File: src/rtl/core/cif_pkg.sv
// ----------------------------------------------------------------------------
// Complex IIR filter package
// Shared widths, configuration register indexes and sequencer states.
// ----------------------------------------------------------------------------
package cif_pkg;

    localparam int SAMPLE_W = 16;   // Q1.15 sample component
    localparam int COEF_W   = 32;   // Q4.28 coefficient component
    localparam int CFG_W    = 64;   // packed complex coefficient
    localparam int STATE_W  = 40;   // Q16.24 delay component
    localparam int ROUND_SH = 19;   // Q5.43 product sum to Q16.24
    localparam int OUT_SH   = 9;    // Q16.24 to Q1.15

    localparam logic [COEF_W-1:0] ONE_Q4_28 = 32'h1000_0000;

    typedef logic [2:0] t_cfg_idx;

    localparam t_cfg_idx CFG_B0 = 3'd0;
    localparam t_cfg_idx CFG_B1 = 3'd1;
    localparam t_cfg_idx CFG_B2 = 3'd2;
    localparam t_cfg_idx CFG_A1 = 3'd3;
    localparam t_cfg_idx CFG_A2 = 3'd4;
    localparam t_cfg_idx CFG_A3 = 3'd5;

    typedef enum logic [1:0] {
        S_IDLE,
        S_ISSUE,
        S_DRAIN
    } t_state;

endpackage

File: src/rtl/core/complex_iir_filter.sv
// o_stall is high while a sample is in work, so a new request is taken only after the
// last one is through. The single shared 16x32 multiplier does all the work: four real
// products per complex product, 2*ORDER complex products per sample, plus two pipeline
// drains.
// Reset (synchronous, active low) clears the sequencer, the delay line and the output
// valid flag, and loads b0 = 1.0 with all other coefficients zero.
// ----------------------------------------------------------------------------
// Complex IIR filter
// Transposed direct form II complex IIR filter, fixed point, built around one
// shared real multiplier under a small sequencer.
// ----------------------------------------------------------------------------
module complex_iir_filter #(
    parameter int ORDER = 2
) (
    input  logic                                  i_clk,
    input  logic                                  i_rst_n,
    input  logic                                  i_valid,
    output logic                                  o_stall,
    input  logic signed [cif_pkg::SAMPLE_W-1:0]   i_sample_re,
    input  logic signed [cif_pkg::SAMPLE_W-1:0]   i_sample_im,
    output logic                                  o_valid,
    input  logic                                  i_stall,
    output logic signed [cif_pkg::SAMPLE_W-1:0]   o_out_re,
    output logic signed [cif_pkg::SAMPLE_W-1:0]   o_out_im,
    output logic                                  o_clipped,
    input  logic                                  i_cfg_we,
    input  cif_pkg::t_cfg_idx                     i_cfg_idx,
    input  logic [cif_pkg::CFG_W-1:0]             i_cfg_data
);
    import cif_pkg::*;

    localparam int ORD = (ORDER < 1) ? 1 : ((ORDER > 3) ? 3 : ORDER);
    localparam int JW  = $clog2(2 * ORD);
    localparam logic [JW-1:0] LAST_JOB = JW'(2 * ORD - 1);
    localparam int PW  = SAMPLE_W + COEF_W;          // one real product
    localparam int AW  = PW + 1;                     // sum of two products
    localparam int VW  = AW + 1 - ROUND_SH;          // rounded part, Q16.24
    localparam int UW  = STATE_W + 2;                // delay update headroom
    localparam int RW  = UW + 1 - OUT_SH;            // rounded output before clamp
    localparam logic signed [AW:0] ROUND_HALF = (AW + 1)'(1) <<< (ROUND_SH - 1);
    localparam logic signed [UW:0] OUT_HALF   = (UW + 1)'(1) <<< (OUT_SH - 1);
    localparam logic signed [UW-1:0] ST_MAX =
        {{(UW - STATE_W + 1){1'b0}}, {(STATE_W - 1){1'b1}}};
    localparam logic signed [UW-1:0] ST_MIN =
        {{(UW - STATE_W + 1){1'b1}}, {(STATE_W - 1){1'b0}}};
    localparam logic signed [RW-1:0] Y_MAX = RW'(32767);
    localparam logic signed [RW-1:0] Y_MIN = -RW'(32768);

    function automatic logic signed [STATE_W-1:0] sat_state(input logic signed [UW-1:0] v);
        logic signed [UW-1:0] c;
        c = v;
        if (v > ST_MAX) begin
            c = ST_MAX;
        end else if (v < ST_MIN) begin
            c = ST_MIN;
        end
        return c[STATE_W-1:0];
    endfunction

    // Returns {clip, value}: round half up to Q1.15, then clamp.
    function automatic logic [SAMPLE_W:0] round_out(input logic signed [UW-1:0] v);
        logic signed [UW:0]   t;
        logic signed [RW-1:0] r;
        logic [SAMPLE_W:0]    res;
        t = {v[UW-1], v} + OUT_HALF;
        r = t[UW:OUT_SH];
        if (r > Y_MAX) begin
            res = {1'b1, Y_MAX[SAMPLE_W-1:0]};
        end else if (r < Y_MIN) begin
            res = {1'b1, Y_MIN[SAMPLE_W-1:0]};
        end else begin
            res = {1'b0, r[SAMPLE_W-1:0]};
        end
        return res;
    endfunction

    // Sequencer
    t_state               r_state, n_state;
    logic [JW-1:0]        r_job, n_job;
    logic [1:0]           r_ph, n_ph;

    // Configuration
    logic [CFG_W-1:0]     r_coef_b [0:2];
    logic [CFG_W-1:0]     r_coef_a [0:2];

    // Working values
    logic signed [SAMPLE_W-1:0] r_x_re, r_x_im, r_y_re, r_y_im;
    logic                       r_clip;
    logic signed [STATE_W-1:0]  r_dly_re [0:ORD-1];
    logic signed [STATE_W-1:0]  r_dly_im [0:ORD-1];

    // Multiplier stage and its tag
    logic signed [PW-1:0] r_prod;
    logic                 r_tg_vld;
    logic [JW-1:0]        r_tg_job;
    logic [1:0]           r_tg_ph;

    // Accumulate stage
    logic signed [AW-1:0] r_acc;
    logic signed [UW-1:0] r_upd_re, r_upd_im;

    // Output register
    logic                       r_out_vld;
    logic signed [SAMPLE_W-1:0] r_out_re, r_out_im;
    logic                       r_out_clip;

    // Control decodes
    logic issue, drain_done, out_free, y_load, out_load;

    // Issue side
    logic [JW:0]                tap_w;
    logic [1:0]                 tap;
    logic                       use_x;
    logic [CFG_W-1:0]           coef;
    logic signed [COEF_W-1:0]   coef_re, coef_im;
    logic signed [SAMPLE_W-1:0] op_s;
    logic signed [COEF_W-1:0]   op_c;
    logic signed [PW-1:0]       mul_w;

    // Accumulate side
    logic [JW:0]                tg_tap_w;
    logic [1:0]                 tg_tap, wr_idx;
    logic                       tg_first, tg_bterm, tg_aterm, tg_final;
    logic signed [AW-1:0]       prod_ext, sum;
    logic signed [AW:0]         rnd;
    logic signed [VW-1:0]       part_v;
    logic signed [UW-1:0]       v_ext, base_ext, upd_val, wr_pre;
    logic signed [STATE_W-1:0]  dly_rd, wr_val;
    logic                       wr_re, wr_im;
    logic [SAMPLE_W:0]          y_re_c, y_im_c;

    // ------------------------------------------------------------------
    // Next state
    // ------------------------------------------------------------------
    always_comb begin
        n_state = r_state;
        n_job   = r_job;
        n_ph    = r_ph;
        case (r_state)
            S_IDLE: begin
                n_job = '0;
                n_ph  = '0;
                if (i_valid) begin
                    n_state = S_ISSUE;
                end
            end
            S_ISSUE: begin
                n_ph = r_ph + 2'd1;
                if (r_ph == 2'd3) begin
                    if (r_job == '0 || r_job == LAST_JOB) begin
                        n_state = S_DRAIN;
                    end else begin
                        n_job = r_job + JW'(1);
                    end
                end
            end
            S_DRAIN: begin
                if (drain_done) begin
                    if (r_job == '0) begin
                        n_state = S_ISSUE;
                        n_job   = JW'(1);
                        n_ph    = '0;
                    end else if (out_free) begin
                        n_state = S_IDLE;
                    end
                end
            end
            default: begin
                n_state = S_IDLE;
            end
        endcase
    end

    // ------------------------------------------------------------------
    // Sequencer outputs
    // ------------------------------------------------------------------
    always_comb begin
        o_stall    = 1'b1;
        issue      = 1'b0;
        drain_done = !r_tg_vld;
        out_free   = !r_out_vld || !i_stall;
        y_load     = 1'b0;
        out_load   = 1'b0;
        case (r_state)
            S_IDLE: begin
                o_stall = 1'b0;
            end
            S_ISSUE: begin
                issue = 1'b1;
            end
            S_DRAIN: begin
                y_load   = drain_done && (r_job == '0);
                out_load = drain_done && (r_job != '0) && out_free;
            end
            default: begin
                o_stall = 1'b1;
            end
        endcase
    end

    always_ff @(posedge i_clk) begin
        if (!i_rst_n) begin
            r_state <= S_IDLE;
            r_job   <= '0;
            r_ph    <= '0;
        end else begin
            r_state <= n_state;
            r_job   <= n_job;
            r_ph    <= n_ph;
        end
    end

    // ------------------------------------------------------------------
    // Configuration registers
    // ------------------------------------------------------------------
    always_ff @(posedge i_clk) begin
        if (!i_rst_n) begin
            r_coef_b[0] <= {ONE_Q4_28, {COEF_W{1'b0}}};
            r_coef_b[1] <= '0;
            r_coef_b[2] <= '0;
            r_coef_a[0] <= '0;
            r_coef_a[1] <= '0;
            r_coef_a[2] <= '0;
        end else if (i_cfg_we) begin
            case (i_cfg_idx)
                CFG_B0:  r_coef_b[0] <= i_cfg_data;
                CFG_B1:  r_coef_b[1] <= i_cfg_data;
                CFG_B2:  r_coef_b[2] <= i_cfg_data;
                CFG_A1:  r_coef_a[0] <= i_cfg_data;
                CFG_A2:  r_coef_a[1] <= i_cfg_data;
                CFG_A3:  r_coef_a[2] <= i_cfg_data;
                default: ;
            endcase
        end
    end

    // ------------------------------------------------------------------
    // Issue: job 0 is b0*x, odd jobs are b*x terms, other even jobs and the last
    // job are feedback a*y terms. Tap number is (job+1)/2.
    // ------------------------------------------------------------------
    always_comb begin
        tap_w   = ({1'b0, r_job} + (JW + 1)'(1)) >> 1;
        tap     = tap_w[1:0];
        use_x   = (r_job == '0) || (r_job[0] && (r_job != LAST_JOB));
        case (tap)
            2'd0:    coef = r_coef_b[0];
            2'd1:    coef = use_x ? r_coef_b[1] : r_coef_a[0];
            2'd2:    coef = use_x ? r_coef_b[2] : r_coef_a[1];
            default: coef = r_coef_a[2];
        endcase
        coef_re = coef[CFG_W-1:COEF_W];
        coef_im = coef[COEF_W-1:0];
        // Phases: re*cr, im*ci (subtracted), re*ci, im*cr
        if (r_ph[0]) begin
            op_s = use_x ? r_x_im : r_y_im;
        end else begin
            op_s = use_x ? r_x_re : r_y_re;
        end
        op_c  = (r_ph == 2'd1 || r_ph == 2'd2) ? coef_im : coef_re;
        mul_w = PW'(op_s) * PW'(op_c);
    end

    always_ff @(posedge i_clk) begin
        if (!i_rst_n) begin
            r_tg_vld <= 1'b0;
        end else begin
            r_tg_vld <= issue;
        end
    end

    always_ff @(posedge i_clk) begin
        r_prod   <= mul_w;
        r_tg_job <= r_job;
        r_tg_ph  <= r_ph;
    end

    // ------------------------------------------------------------------
    // Accumulate and apply each finished real or imaginary part
    // ------------------------------------------------------------------
    always_comb begin
        tg_tap_w = ({1'b0, r_tg_job} + (JW + 1)'(1)) >> 1;
        tg_tap   = tg_tap_w[1:0];
        wr_idx   = tg_tap - 2'd1;
        tg_first = (r_tg_job == '0);
        tg_final = (r_tg_job == LAST_JOB);
        tg_bterm = r_tg_job[0] && !tg_final;
        tg_aterm = !r_tg_job[0] && !tg_first;

        prod_ext = AW'(r_prod);
        sum      = (r_tg_ph == 2'd1) ? (r_acc - prod_ext) : (r_acc + prod_ext);
        rnd      = {sum[AW-1], sum} + ROUND_HALF;
        part_v   = rnd[AW:ROUND_SH];
        v_ext    = UW'(part_v);

        dly_rd = '0;
        for (int k = 0; k < ORD; k++) begin
            if (tg_tap == 2'(k)) begin
                dly_rd = r_tg_ph[1] ? r_dly_im[k] : r_dly_re[k];
            end
        end
        base_ext = UW'(dly_rd);
        upd_val  = base_ext + v_ext;

        if (tg_aterm) begin
            wr_pre = (r_tg_ph[1] ? r_upd_im : r_upd_re) - v_ext;
        end else begin
            wr_pre = -v_ext;
        end
        wr_val = sat_state(wr_pre);
        wr_re  = r_tg_vld && (r_tg_ph == 2'd1) && (tg_aterm || tg_final);
        wr_im  = r_tg_vld && (r_tg_ph == 2'd3) && (tg_aterm || tg_final);

        y_re_c = round_out(r_upd_re);
        y_im_c = round_out(r_upd_im);
    end

    always_ff @(posedge i_clk) begin
        if (r_tg_vld) begin
            if (!r_tg_ph[0]) begin
                r_acc <= prod_ext;
            end else if (tg_first || tg_bterm) begin
                if (r_tg_ph[1]) begin
                    r_upd_im <= upd_val;
                end else begin
                    r_upd_re <= upd_val;
                end
            end
        end
    end

    always_ff @(posedge i_clk) begin
        if (!i_rst_n) begin
            for (int k = 0; k < ORD; k++) begin
                r_dly_re[k] <= '0;
                r_dly_im[k] <= '0;
            end
        end else begin
            for (int k = 0; k < ORD; k++) begin
                if (wr_re && wr_idx == 2'(k)) begin
                    r_dly_re[k] <= wr_val;
                end
                if (wr_im && wr_idx == 2'(k)) begin
                    r_dly_im[k] <= wr_val;
                end
            end
        end
    end

    // Sample capture and rounded output, which also feeds the feedback terms
    always_ff @(posedge i_clk) begin
        if (i_valid && !o_stall) begin
            r_x_re <= i_sample_re;
            r_x_im <= i_sample_im;
        end
        if (y_load) begin
            r_y_re <= y_re_c[SAMPLE_W-1:0];
            r_y_im <= y_im_c[SAMPLE_W-1:0];
            r_clip <= y_re_c[SAMPLE_W] | y_im_c[SAMPLE_W];
        end
    end

    // ------------------------------------------------------------------
    // Output register
    // ------------------------------------------------------------------
    always_ff @(posedge i_clk) begin
        if (!i_rst_n) begin
            r_out_vld <= 1'b0;
        end else if (out_load) begin
            r_out_vld <= 1'b1;
        end else if (!i_stall) begin
            r_out_vld <= 1'b0;
        end
    end

    always_ff @(posedge i_clk) begin
        if (out_load) begin
            r_out_re   <= r_y_re;
            r_out_im   <= r_y_im;
            r_out_clip <= r_clip;
        end
    end

    assign o_valid   = r_out_vld;
    assign o_out_re  = r_out_re;
    assign o_out_im  = r_out_im;
    assign o_clipped = r_out_clip;

endmodule

File: config.mk
export PLATFORM = sky130hd
export DESIGN_NAME = complex_iir_filter
export DESIGN_NICKNAME = d
export VERILOG_FILES = /design/src/rtl/core/cif_pkg.sv /design/src/rtl/core/complex_iir_filter.sv
export SDC_FILE = /design/constraint.sdc
export NUM_CORES = 2
export LEC_CHECK = 0
export ABC_AREA = 1
export BUFFER_PORTS_ARGS = -buffer_cell sky130_fd_sc_hd__buf_4
export CORE_MARGIN = 2
export CORE_UTILIZATION = 30
export DETAILED_ROUTE_END_ITERATION = 16
export REMOVE_ABC_BUFFERS = 1
export SLEW_MARGIN = 10
export SYNTH_ARGS = -nofsm -noshare
export SYNTH_HDL_FRONTEND = slang
export SYNTH_SLANG_ARGS = --single-unit
export TNS_END_PERCENT = 100
File: constraint.sdc
create_clock -name i_clk -period 22.8 [get_ports i_clk]
set_input_delay 2.28 -clock i_clk [delete_from_list [all_inputs] [get_ports i_clk]]
set_output_delay 2.28 -clock i_clk [all_outputs]
set_load 0.05 [all_outputs]
Word-level counts from Yosys, hierarchy flattened
Memories as Yosys holds them, arrays and structs flattened.
Cells that the tools add are included.
W data, S select, Z words.
{"block": "totals", "output_inout_bits": 35, "ff_bits": 288, "mem_bits_rw": 544, "wordCells": 213, "n_memories": 4, "in_bits": 104}
{"block": "classes", "n_eq_ne": 27, "bitwise_logic": 13, "n_reduce_logical": 42, "add_sub_neg": 13, "n_mul": 1, "mux": 88, "order_cmp": 6}
{"name": "r_coef_a", "depth": 3, "width": 64, "rd": 3, "rd_clocked_by_memory_dff": 0, "wr": 3, "line": "complex_iir_filter.sv:84", "source": "logic [CFG_W-1:0] r_coef_a [0:2];"}
{"name": "r_coef_b", "depth": 3, "width": 64, "rd": 3, "rd_clocked_by_memory_dff": 0, "wr": 3, "line": "complex_iir_filter.sv:83", "source": "logic [CFG_W-1:0] r_coef_b [0:2];"}
{"name": "r_dly_im", "depth": 2, "width": 40, "rd": 2, "rd_clocked_by_memory_dff": 0, "wr": 2, "line": "complex_iir_filter.sv:90", "source": "logic signed [STATE_W-1:0] r_dly_im [0:ORD-1];"}
{"name": "r_dly_re", "depth": 2, "width": 40, "rd": 2, "rd_clocked_by_memory_dff": 0, "wr": 2, "line": "complex_iir_filter.sv:89", "source": "logic signed [STATE_W-1:0] r_dly_re [0:ORD-1];"}
{"operator": "$mux W64", "n": 8}
{"operator": "$mux W40", "n": 10}
{"operator": "$pmux W64 S3", "n": 1}
{"operator": "$add A41 B10 Y42 const B", "n": 2}
{"operator": "$mux W42", "n": 2}
{"operator": "$gt A34 B16 Y1 const B", "n": 2}
{"operator": "$lt A34 B16 Y1 const B", "n": 2}
{"operator": "$mux W17", "n": 4}
{"operator": "$add A49 B20 Y50 const B", "n": 1}
{"operator": "$add A48 B48 Y49", "n": 1}
{"operator": "$mux W49", "n": 1}
{"operator": "$sub A48 B48 Y49", "n": 1}
{"operator": "$mul A16 B32 Y48", "n": 1}
{"operator": "$mux W16", "n": 3}
{"operator": "$mux W1", "n": 43}
{"operator": "$gt A42 B40 Y1 const B", "n": 1}
{"operator": "$lt A42 B40 Y1 const B", "n": 1}
{"operator": "$neg A31 Y42", "n": 1}
{"operator": "$sub A42 B31 Y42", "n": 1}
{"operator": "$add A40 B31 Y41", "n": 1}
{"operator": "$mux W32", "n": 1}
{"operator": "$mux W2", "n": 12}
{"operator": "$pmux W2 S3", "n": 3}
{"operator": "$logic_and A1 B1 Y1", "n": 15}
{"operator": "23 further kinds", "n": 72}

Depth between registers and ports, before layout
{"block": "logic_depth", "ltp_word": 10, "ltp_mapped": 53, "depth_no_buf": 52}

Least setup slack after synthesis
No wires, ideal clock.
{"block": "synth_path", "kind": "reg-to-reg", "start": "register r_job[0]", "end": "register r_prod[44]", "setup_ns": 0.072, "path_stages_with_launch": 38, "required_time_ns": 22.728, "t_arrival_ns": 7.906, "synth_period_minus_slack_ns": 7.978, "setup_slack_ns": 14.822, "path_buffers": 3, "cell_sequence": "dfxtp_1 inv_1 ha_1 nor2_1 clkinv_1 clkbuf_1 clkbuf_1 o21ai_0 o221ai_1 nand2_1 nand3_1 nand2_1 clkbuf_1 nand2_1 fa_1 fa_1 inv_1 fa_1 (+2 left out) fa_1 inv_1 fa_1 ha_1 a21oi_1 o21ai_0 a21oi_1 o21ai_0 a21oi_1 inv_1 a21oi_1 inv_1 a21oi_1 o21ai_0 nand3_1 nand2_1 a21oi_1 xor2_1"}
{"block": "synth_via", "elab_chain_len": 7, "elab_cells_between_ends": 16}
{"element": "from (decl)", "line": "complex_iir_filter.sv:79", "source": "logic [JW-1:0] r_job, n_job;"}
{"element": "from (signal assigned)", "line": "complex_iir_filter.sv:208", "source": "r_job <= n_job;"}
{"element": "branches (longest 6 deep; another with $add A2 B1 Y3)"}
{"element": "$mul A16 B32 Y48 *", "line": "complex_iir_filter.sv:260", "source": "mul_w = PW'(op_s) * PW'(op_c);"}
{"element": "net mul_w[44]", "line": "complex_iir_filter.sv:118", "source": "logic signed [PW-1:0] mul_w;"}
{"element": "to (signal assigned)", "line": "complex_iir_filter.sv:272", "source": "r_prod <= mul_w;"}
{"element": "to (decl)", "line": "complex_iir_filter.sv:93", "source": "logic signed [PW-1:0] r_prod;"}
Mark *: on every way through the listed nets, which the timed path passes.
A chain may end at the register's enable or synchronous reset.

Worst setup path after layout
Ends and elaborated chain as after synthesis.

==> impl_metrics.yaml <==
run_status:
  status: "complete, no violations"
timing:
  setup_tns_ns: 0
  relSlewSlack_pct: 20.8
  worstMarginPinSlew_ns: 1.18
  rsz0062_at_grt: "false"
  clock.fmax_mhz: 99.3
  layout_setup_ws_ns: 12.73
  period_share_pct: 44.2
  clock_skew_ns: 0.0478
  setup_viol: 0
  timing.final.crit_period_ns: 10.07
  final_max_slew_viol_count: 0
  final_hold_viol_count: 0
synth:
  synth_cells: 7249
  synth_area_leaders: "edfxtp_1 37%, fa_1 16%, nand2_1 9.6%"
  synth_sequential_area_ratio_pct: 38.9
  synth_top_area_cell: "edfxtp_1"
  synth_cell_types: 68
  ys_ff_latch: 832
  synthFlopType: "edfxtp_1"
  yosys_warnings: 0
  netlist_area_um2: 62700
  avgSynthCellArea_um2: 8.65
  synthArstFlopShare_pct: 0
  synth_edf_count: 772
  yosysTopAreaCellShare_pct: 37.0
finish:
  fin_nets: 8153
  final_cell_mix: "1591 x nand2_1, 1209 x inv_1, 952 x nor2_1"
  syn_to_final_growth_pct: 11.6
  mostFrequentLayoutCell: "nand2_1"
  ff_latch_area_um2: 24400
  multi_input_area_um2: 32800
  layout-drive-gt1-share_pct: 6.61
  fill_cells: 21500
  final_util_pct: 33.7
placed_design:
  portBuffers: 138
  dp_hpwl_um: 141000
  gp_congestion: 0.920
  pre_cts_ws_ns: 12.75
routing:
  vias: 49400
  wl_met2_um: 91500
  ant_nets: 0
  routedWlPerCell_um: 18.6
  wl_um: 189000
  wl_met1_um: 81200
  first_pass_iters: 5
  drc: 0
  routed.top_layer: "met5"
  via_per_inst: 4.85
  dr.first_iter.drc_count: 3726
  wl_met3_um: 10100
grt:
  grt.total_usage_pct: 17.7
  grt_max_degree: 129
  grt_antenna_before_repair: 4
  grt_pass1_vias: 50100
  grt_pass1_wl_um: 292000
  gr-total-overflow: 0
cts:
  cts_sinks: 832
  clock_latency_ns: 0.74
  post_cts_buffers: 0
  cts.root.buffer_cell: "clkbuf_16"
  ctsHoldBuffers: 0
  clockBufferDepth: 3
  cts-resized-gates: 0
  tritoncts: "done"
  numCtsBuffers: 93
  cts_max_level: 3
  clk_pin_slew_ns: 0.07
job:
  cap_violations: 0
critical_path:
  cp_common_cell: "inv_1"
  crit_slowest_cell: "buf_4"
  crit_required_ns: 23.43
  crit_type: "flip-flop to flip-flop"
  slowest_delay_ns: 0.60
  crit_buf_inv: 12
  path_max_fanout: 69
  cp-start-kind: "flip-flop"
  cp.arrival_ns: 10.70
  cp-end-kind: "flip-flop"
  cp_top_family: "adder cells"
floorplanning:
  die-height_um: 461
  die-area_um2: 213000
  die_w_um: 461
  fp-row-count: 167
  core-area_um2: 207000
  start_util_pct: 30.2
  io_pins: 139
hold_path:
  hold_path_class: "flip-flop to flip-flop"
[stage by stage]
stage	hold WS (ns)	area [um2]	instances
4_1_cts	0.372	70000	10200
5_1_grt	0.400	70000	10200
3_5_place_dp	0.369	66900	10000
6_report	0.386	70000	10200
3_3_place_gp	0.364	66900	10000
2_1_floorplan	0.350	61700	7028
[cells in the mapped netlist (4+ instances only)]
cell type and instances:
ha_1 238, o221ai_1 48, a32o_1 4, nand4_1 67, o22ai_1 19, edfxtp_1 772
fa_1 488, inv_2 15, o21ai_0 408, o2111ai_1 18, o21ai_1 4, o211ai_1 20
o31ai_1 11, inv_1 1211, clkbuf_1 186, nand3_1 258, buf_6 4, o21a_1 29
buf_1 14, nor2_4 6, nand3b_1 10, or2_2 25, and2_1 8, a32oi_1 12
nand2_2 26, xnor2_1 69, nor2_1 958, nor2_2 22, a21o_1 6, a31oi_1 20
a21oi_1 299, clkbuf_8 8, o21bai_1 21, nand3_2 9, nor3_1 52, clkinv_1 9
xor2_1 141, a211oi_1 5, dfxtp_1 60, nand2_1 1595, nor4_1 23
[worst reg2reg max path: cells and delay by family, from the launching register on]
| family | cells | cell delay [ns] |
|---|---|---|
| AO/OA/AOI/OAI | 10 | 1.96 |
| AND/OR/NAND/NOR | 8 | 1.06 |
| buffers and inverters | 12 | 2.70 |
| flip-flops | 1 | 0.36 |
| XOR/XNOR | 1 | 0.14 |
| adder cells (fa/ha/maj) | 8 | 3.73 |
[routing by layer]
layer	vias to the layer above	global-route usage [%]
li1	23400	-
met1	24200	22.9
met2	1542	30.4
met3	309	2.15
met4	2	5.99
met5	-	0
[cells by family (layout without fill, tap and decap cells)]
family | after synthesis | count (layout) | synth area share [%]
flip-flops | 832 | 832 | 38.9
multiplexers | 1 | 1 | 0.0160
AO/OA/AOI/OAI | 948 | 948 | 8.67
other | 0 | 2 | 0
buffers and inverters | 1457 | 1607 | 9.01
XOR/XNOR | 213 | 213 | 3.03
AND/OR/NAND/NOR | 3072 | 3072 | 20.0
adder cells (fa/ha/maj) | 726 | 726 | 20.3
[state kept, by name, summed over array words and instances, names as in the netlist, 41 cells and up]
signal,flops
r_coef_a,192
r_upd_im,41
r_dly_im,80
r_prod,48
r_upd_re,41
r_acc,48
r_dly_re,80
r_coef_b,192
[layout make-up]
| class | count | share of cell area [%] |
|---|---|---|
| tap | 2788 | 4.99 |
| antenna | 2 | 0.00715 |
| inverter | 1236 | 6.64 |
| timing repair buffer | 200 | 2.16 |
| multi-input combinational | 4960 | 46.9 |
| sequential | 832 | 34.9 |
| clock buffer | 117 | 3.48 |
| clock inverter | 54 | 0.939 |
[worst paths after layout]
kind / start / slack (ns) / endpoint / depth (start not counted)
max: r_job[0] / 12.73 / r_prod[44] / 39
min: r_job[1] / 0.39 / r_tg_job[1] / 0
max reg2reg: r_job[0] / 12.73 / r_prod[44] / 39
min reg2reg: r_job[1] / 0.39 / r_tg_job[1] / 0
Power is left out: the tool's default activity adds up to more than one toggle a clock period on the data nets, which glitch-free logic cannot reach.
